**src/rtl/core/rational_arith_unit_defines.svh**
```systemverilog
// Assertion macros used by rau_ctrl
`ifndef RATIONAL_ARITH_UNIT_DEFINES_SVH
`define RATIONAL_ARITH_UNIT_DEFINES_SVH

`ifndef SYNTHESIS
`define RAU_ASSERT(lbl, clk, rst_n, prop) \
	lbl: assert property (@(posedge clk) disable iff (!rst_n) prop) \
	else $error("assertion failed");
`define RAU_ASSERT_NEVER(lbl, clk, rst_n, cond) \
	lbl: assert property (@(posedge clk) disable iff (!rst_n) !(cond)) \
	else $error("forbidden condition");
`else
`define RAU_ASSERT(lbl, clk, rst_n, prop)
`define RAU_ASSERT_NEVER(lbl, clk, rst_n, cond)
`endif

`endif

```
**src/rtl/core/rau_pkg.sv**
```systemverilog
package rau_pkg;

	localparam int OPW = 32;

	localparam logic [2:0] CMD_ADD  = 3'd0;
	localparam logic [2:0] CMD_SUB  = 3'd1;
	localparam logic [2:0] CMD_MUL  = 3'd2;
	localparam logic [2:0] CMD_DIV  = 3'd3;
	localparam logic [2:0] CMD_CMP  = 3'd4;
	localparam logic [2:0] CMD_MAKE = 3'd5;
	localparam logic [2:0] CMD_INC  = 3'd6;
	localparam logic [2:0] CMD_NEG  = 3'd7;

	// product slots, in multiplier order
	localparam logic [1:0] PR_AN_BD = 2'd0;
	localparam logic [1:0] PR_BN_AD = 2'd1;
	localparam logic [1:0] PR_AD_BD = 2'd2;
	localparam logic [1:0] PR_AN_BN = 2'd3;

	typedef struct packed {
		logic [2:0]         cmd;
		logic signed [31:0] a_num;
		logic signed [31:0] a_den;
		logic signed [31:0] b_num;
		logic signed [31:0] b_den;
	} rau_req_t;

	typedef struct packed {
		logic signed [63:0] res_num;
		logic signed [63:0] res_den;
		logic               zero_den_error;
		logic               is_equal;
		logic               is_greater;
		logic               is_less;
	} rau_rsp_t;

	typedef struct packed {
		logic       load;
		logic       mul_en;
		logic [1:0] mul_sel;
		logic       sum_en;
		logic       chk_en;
		logic       gcd_init;
		logic       gcd_step;
		logic       div_init;
		logic       div_step;
		logic       wb_en;
		logic       out_load;
	} rau_ctl_t;

	typedef struct packed {
		logic short_path;
		logic gcd_done;
	} rau_sts_t;

	// low OPW bits, sign-extended
	function automatic logic signed [31:0] sx(input logic [31:0] v);
		return 32'(signed'(v[OPW-1:0]));
	endfunction

	function automatic logic [31:0] mag32(input logic signed [31:0] v);
		return v[31] ? 32'(32'd0 - v) : v;
	endfunction

endpackage

```
**src/rtl/core/rau_ctrl.sv**
```systemverilog
`include "rational_arith_unit_defines.svh"

module rau_ctrl (
	input  logic              clk,
	input  logic              arst_n,
	input  logic              req_valid,
	output logic              req_ready,
	output logic              rsp_valid,
	input  logic              rsp_ready,
	input  rau_pkg::rau_sts_t sts,
	output rau_pkg::rau_ctl_t ctl
);

	localparam logic [2:0] ST_IDLE = 3'd0;
	localparam logic [2:0] ST_MUL  = 3'd1;
	localparam logic [2:0] ST_SUM  = 3'd2;
	localparam logic [2:0] ST_CHK  = 3'd3;
	localparam logic [2:0] ST_GCD  = 3'd4;
	localparam logic [2:0] ST_DIV  = 3'd5;
	localparam logic [2:0] ST_WB   = 3'd6;
	localparam logic [2:0] ST_FIN  = 3'd7;

	logic [2:0] state_q, state_d;
	logic [5:0] cnt_q;
	logic       ov_q;

	always_comb begin
		ctl       = '0;
		state_d   = state_q;
		req_ready = 1'b0;
		case (state_q)
			ST_IDLE: begin
				req_ready = 1'b1;
				if (req_valid) begin
					ctl.load = 1'b1;
					state_d  = ST_MUL;
				end
			end
			ST_MUL: begin
				ctl.mul_en  = 1'b1;
				ctl.mul_sel = cnt_q[1:0];
				if (cnt_q[1:0] == rau_pkg::PR_AN_BN)
					state_d = ST_SUM;
			end
			ST_SUM: begin
				ctl.sum_en = 1'b1;
				state_d    = ST_CHK;
			end
			ST_CHK: begin
				ctl.chk_en = 1'b1;
				if (sts.short_path) begin
					state_d = ST_FIN;
				end else begin
					ctl.gcd_init = 1'b1;
					state_d      = ST_GCD;
				end
			end
			ST_GCD: begin
				if (sts.gcd_done) begin
					ctl.div_init = 1'b1;
					state_d      = ST_DIV;
				end else begin
					ctl.gcd_step = 1'b1;
				end
			end
			ST_DIV: begin
				ctl.div_step = 1'b1;
				if (cnt_q == 6'd63)
					state_d = ST_WB;
			end
			ST_WB: begin
				ctl.wb_en = 1'b1;
				state_d   = ST_FIN;
			end
			ST_FIN: begin
				if (!ov_q || rsp_ready) begin
					ctl.out_load = 1'b1;
					state_d      = ST_IDLE;
				end
			end
			default: state_d = ST_IDLE;
		endcase
	end

	always_ff @(posedge clk or negedge arst_n) begin
		if (!arst_n) begin
			state_q <= ST_IDLE;
			cnt_q   <= '0;
			ov_q    <= 1'b0;
		end else begin
			state_q <= state_d;
			if (state_d != state_q)
				cnt_q <= '0;
			else if (state_q == ST_MUL || state_q == ST_DIV)
				cnt_q <= cnt_q + 6'd1;
			if (ctl.out_load)
				ov_q <= 1'b1;
			else if (rsp_ready)
				ov_q <= 1'b0;
		end
	end

	assign rsp_valid = ov_q;

	`RAU_ASSERT(a_no_overwrite, clk, arst_n, ctl.out_load |-> (!ov_q || rsp_ready))
	`RAU_ASSERT(a_div_len, clk, arst_n, (state_q == ST_DIV && cnt_q == 6'd63) |=> (state_q == ST_WB))
	`RAU_ASSERT(a_accept, clk, arst_n, (req_valid && req_ready) |=> (state_q == ST_MUL && cnt_q == 6'd0))
	`RAU_ASSERT_NEVER(a_gcd_div, clk, arst_n, ctl.gcd_step && ctl.div_init)

endmodule

```
**config.mk**
```make
export PLATFORM = sky130hd
export DESIGN_NAME = rau_ctrl
export DESIGN_NICKNAME = d
export VERILOG_FILES = /design/src/rtl/core/rau_pkg.sv /design/src/rtl/core/rau_ctrl.sv
export VERILOG_INCLUDE_DIRS = /design/src /design/src/rtl/core
export SDC_FILE = /design/constraint.sdc
export NUM_CORES = 1
export LEC_CHECK = 0
export BUFFER_PORTS_ARGS = -buffer_cell sky130_fd_sc_hd__buf_4
export CAP_MARGIN = 20
export CORE_MARGIN = 4
export CORE_UTILIZATION = 48
export CTS_CLUSTER_DIAMETER = 100
export DETAILED_ROUTE_END_ITERATION = 7
export HOLD_SLACK_MARGIN = 0.03
export PLACE_DENSITY = 0.75
export SYNTH_ARGS = -nofsm -noshare
export SYNTH_HDL_FRONTEND = slang
export SYNTH_SLANG_ARGS = --single-unit
```
**constraint.sdc**
```tcl
create_clock -name clk -period 1.7 [get_ports clk]
set_input_delay 0 -clock clk [delete_from_list [all_inputs] [get_ports clk]]
set_output_delay 0 -clock clk [all_outputs]
set_load 0.02 [all_outputs]
```
Yosys cells after proc, flatten, opt, wreduce, memory -nomap -nowiden
Cells that the tools add are included.

ROM bits: 0. Output and inout bits: 14. Memories kept: 0. Latch bits: 0. Register bits after elaboration: 10. Bits in writable memories: 0. Logic and storage cells: 45. Input bits: 6.

Multipliers: 0. Divide/modulo/power cells: 0. Order comparisons: 0. Equal/unequal tests: 10. Reductions and logical operators: 6. Shifts and indexed selects: 0. $add $sub $neg: 1. Muxes and demuxes: 25. Bitwise operators: 0.

Operators by type and width (count): case mux 3 bit (8 select lines) (1); 2-to-1 mux 3 bit (6); 2-to-1 mux 1 bit (13); == test 3 bit, second input constant (4); 2-to-1 mux 6 bit (2); adder 6 x 1 -> 6 bit, second input constant (1); == test 3 x 2 -> 1 bit, second input constant (2); == test 6 bit, second input constant (1); 2-to-1 mux 2 bit (3); nonzero test 2 bit (2); == test 3 x 1 -> 1 bit, second input constant (1); zero test 3 bit (1); != test 3 bit (1); == test 2 bit, second input constant (1); logical OR 1 bit (2); zero test 1 bit (1).

Depth between registers and ports, before layout
Word-level depth: 6. Gate-level depth with buffers: 5. Depth with buffers taken out: 5.

Worst setup path before layout
No wires, ideal clock.

Path type: register -> output. Start: register state_q[2]. End: output port ctl[11] (netlist bit). Cell stages (with the launch flop): 5. Data arrival time: 1461 ps. Required time: 1700 ps. Buffers on the path: 2. Slack: 239 ps. Path through: dfrtp_1 buf_6 buf_2 nor3_1 and2_1.

RTL lines: start: declaration (RTL line rau_ctrl.sv:23) `logic [2:0] state_q, state_d;`; start signal: assignment (RTL line rau_ctrl.sv:91) `state_q <= state_d;`; end: declaration (RTL line rau_ctrl.sv:11) `output rau_pkg::rau_ctl_t ctl`.

==> results.cfg <==
[status]
status = complete, no violations

[cells_and_area]
num_antenna_cells = 0
drive_above_1_share_pct = 30.3
nets = 107
syn_to_final_growth_pct = 31.2
final_util_pct = 66.4

[detailed_routing]
drt-initial-drc-count = 9
drc = 0
vias = 594
routed_wl_um = 1360
wl_per_cell_um = 11.9
dr.pass1.iters = 4
avgViaCountPerCell = 5.21
postRouteAntennaNets = 0

[logic_synthesis]
synthesis.nets = 83
netlist_instances = 76
synthTopCellsByCount = nor2_1, dfrtp_1, nand2_1
synth_fa_ha_area_share_pct = 1.92
ys_seq_area_share_pct = 38.5
synthMuxAreaShare_pct = 1.54
synth_area_um2 = 651
yosys.cell_types.count = 29
yosysWarnings = 0
async_reset_ff_share_pct = 100
yosys.area_share.simple_pct = 35.0
yosysMostFrequentCell = nor2_1
netlist_top_cells_area = dfrtp_1, nor2_1, xor2_1, nand2_1, and2_1
avgSynthCellArea_um2 = 8.56
synth_compound_area_share_pct = 9.04
synth_edf_count = 0
synth_top_cell_area_share_pct = 38.5
yosys_register_bits = 10
synth_top_family_by_area = simple AND/OR/NAND/NOR gates
yosys.area.top_type = dfrtp_1
synth-xor-area-share_pct = 6.73
synth_flop_cell = dfrtp_1

[global_route]
grt-ovfl-total = 0
grt_first_pass_wirelength_um = 2410
grt_usage_pct = 15.9
grt_max_degree = 13
grt_pass1_vias = 587
antenna_found_initial = 0

[timing]
setup_viol = 0
fin_crit_ns = 1.51
rsz0062_at_grt = false
report.final.slew_viol_count = 0
finClkSkew_ns = 0.00481
finalCritPeriodShare_pct = 88.9
tightest_slew_ns = 0.479
finalSetupTns_ns = 0
max_freq_mhz = 662
timing.final.hold_violations = 0
relSlewSlack_pct = 68.0

[worst_setup_path]
critPathKind = flip-flop to primary output
critPathLaunchType = flip-flop
end_kind = primary output
reg2reg_depth = 5
crit_arrival_ns = 1.51
critPathRequiredTime_ns = 1.70
cp_max_fo = 9
critPathLaunch = state_q[1]$_DFF_PN0_
crit-reg2reg-launch = cnt_q[0]$_DFFE_PN0P_

[cts]
root_buffer = clkbuf_4
clock_path_buffers = 2
cts_max_level = 1
cts_tree = done
cts_buffers = 3
clk_latency_ns = 0.26
clk_pin_slew_worst_paths_ns = 0.06
postCtsSetupRepairBufs = 0
clock_sinks = 10

[die]
die-width_um = 44.8
ioPinCount = 20
rows = 13
dieArea_mm2 = 0.00201
die_y_um = 44.8
coreArea_mm2 = 0.00128
start_util_pct = 50.6

[power_and_ir_drop]
clkPwrFrac_pct = 16.1
swShare_pct = 42.7
p_seq_share_pct = 31.2
leakage_nw = 0.417
combPwrFrac_pct = 52.8
powerDensity_mw_per_mm2 = 1480
power.switching_mw = 0.539
irDropWorstVdd_mv = 0.718
intPower_mw = 0.723

[place]
port_buffers = 19
place.gp.congestion = 0.805
post-dp-hpwl_um = 1060

[run]
cap_violations = 0

[hold_path]
holdCritPathClass = primary input to asynchronous set/reset pin
-- cell usage in the layout, fill, tap and decap left out, types with 2 or more instances in the layout --
cell type,instances
nor3_1,2
inv_1,2
xor2_1,4
clkbuf_4,3
nand2b_1,2
nand2_1,8
buf_4,22
a21oi_1,4
and2_1,4
dfrtp_1,10
o21ai_0,3
nor2b_1,2
nand4_1,3
nor2_1,12
nand3_1,2
dlygate4sd3_1,2
-- layer usage --
layer,routed length [um],track usage (%),vias to the layer above,part of all wire [%]
li1,-,-,302,-
met1,604,19.6,276,44
met2,681,28.4,14,50
met3,67,1.20,2,4.9
met4,8,7.02,0,0.59
met5,0,0,-,0
-- critical path: stages, from the launching register on --
cell and delay (ns):
dfrtp_1 0.46, nor2b_1 0.43, and2_1 0.23, buf_4 0.15
-- worst paths after layout --
| kind | to | slack (ns) |
|---|---|---|
| max in group asynchronous | state_q[1]$_DFF_PN0_ | 1.43 |
| min | cnt_q[0]$_DFFE_PN0P_ | 0.13 |
| min in group clk | state_q[1]$_DFF_PN0_ | 0.13 |
| min reg2reg | cnt_q[5]$_DFFE_PN0P_ | 0.55 |
| max | ctl[2] | 0.19 |
| max reg2reg | cnt_q[4]$_DFFE_PN0P_ | 0.25 |
-- repair_timing --
| item | 4_1_cts | 5_1_grt |
|---|---|---|
| endpoints found under the setup margin | 0 | 6 |
| hold buffers | 2 | 0 |
| hold endpoints to repair | 11 | 0 |
| gates resized for setup | 0 | 1 |
-- layout make-up --
cell class | instances | area [um^2]
Clock buffer | 4 | 36.3
Inverter | 2 | 7.51
Tap cell | 15 | 18.8
Timing Repair Buffer | 24 | 185
Fill cell | 115 | 432
Multi-Input combinational cell | 59 | 355
Sequential cell | 10 | 250
-- state kept, by name, indices dropped and copies added, names as in the netlist --
| signal | cells |
|---|---|
| cnt_q | 6 |
| state_q | 3 |
| rsp_valid | 1 |
-- cell families (layout without fill, tap and decap cells) --
logic type,Yosys count,in the layout
fa+ha+maj,1,1
simple gates,43,43
flops,10,10
mux,1,1
xor+xnor,5,5
compound gates,9,9
buf+inv,7,30
-- metrics by stage --
stage	setup slack, ns	std cells	hold WS, ns	area [um^2]	total power, mW
after floorplan	0.239	76	-0.296	651	0.877
after global placement	0.257	108	-0.165	795	1.05
after detailed placement	0.179	108	-0.168	795	1.06
after CTS	0.171	114	0.0998	851	1.27
after global routing	0.00998	114	0.129	853	1.37
final	0.188	114	0.126	853	1.26
-- power by group through the flow --
| stage | sequential, mW | combinational, mW | clock, mW |
|---|---|---|---|
| global placement | 0.393 | 0.655 | 0 |
| detailed placement | 0.395 | 0.662 | 0 |
| global route | 0.411 | 0.742 | 0.221 |
| CTS | 0.391 | 0.670 | 0.209 |
| finish | 0.393 | 0.666 | 0.203 |
| floorplan | 0.365 | 0.512 | 0 |
(Power assumes the default switching activity.)
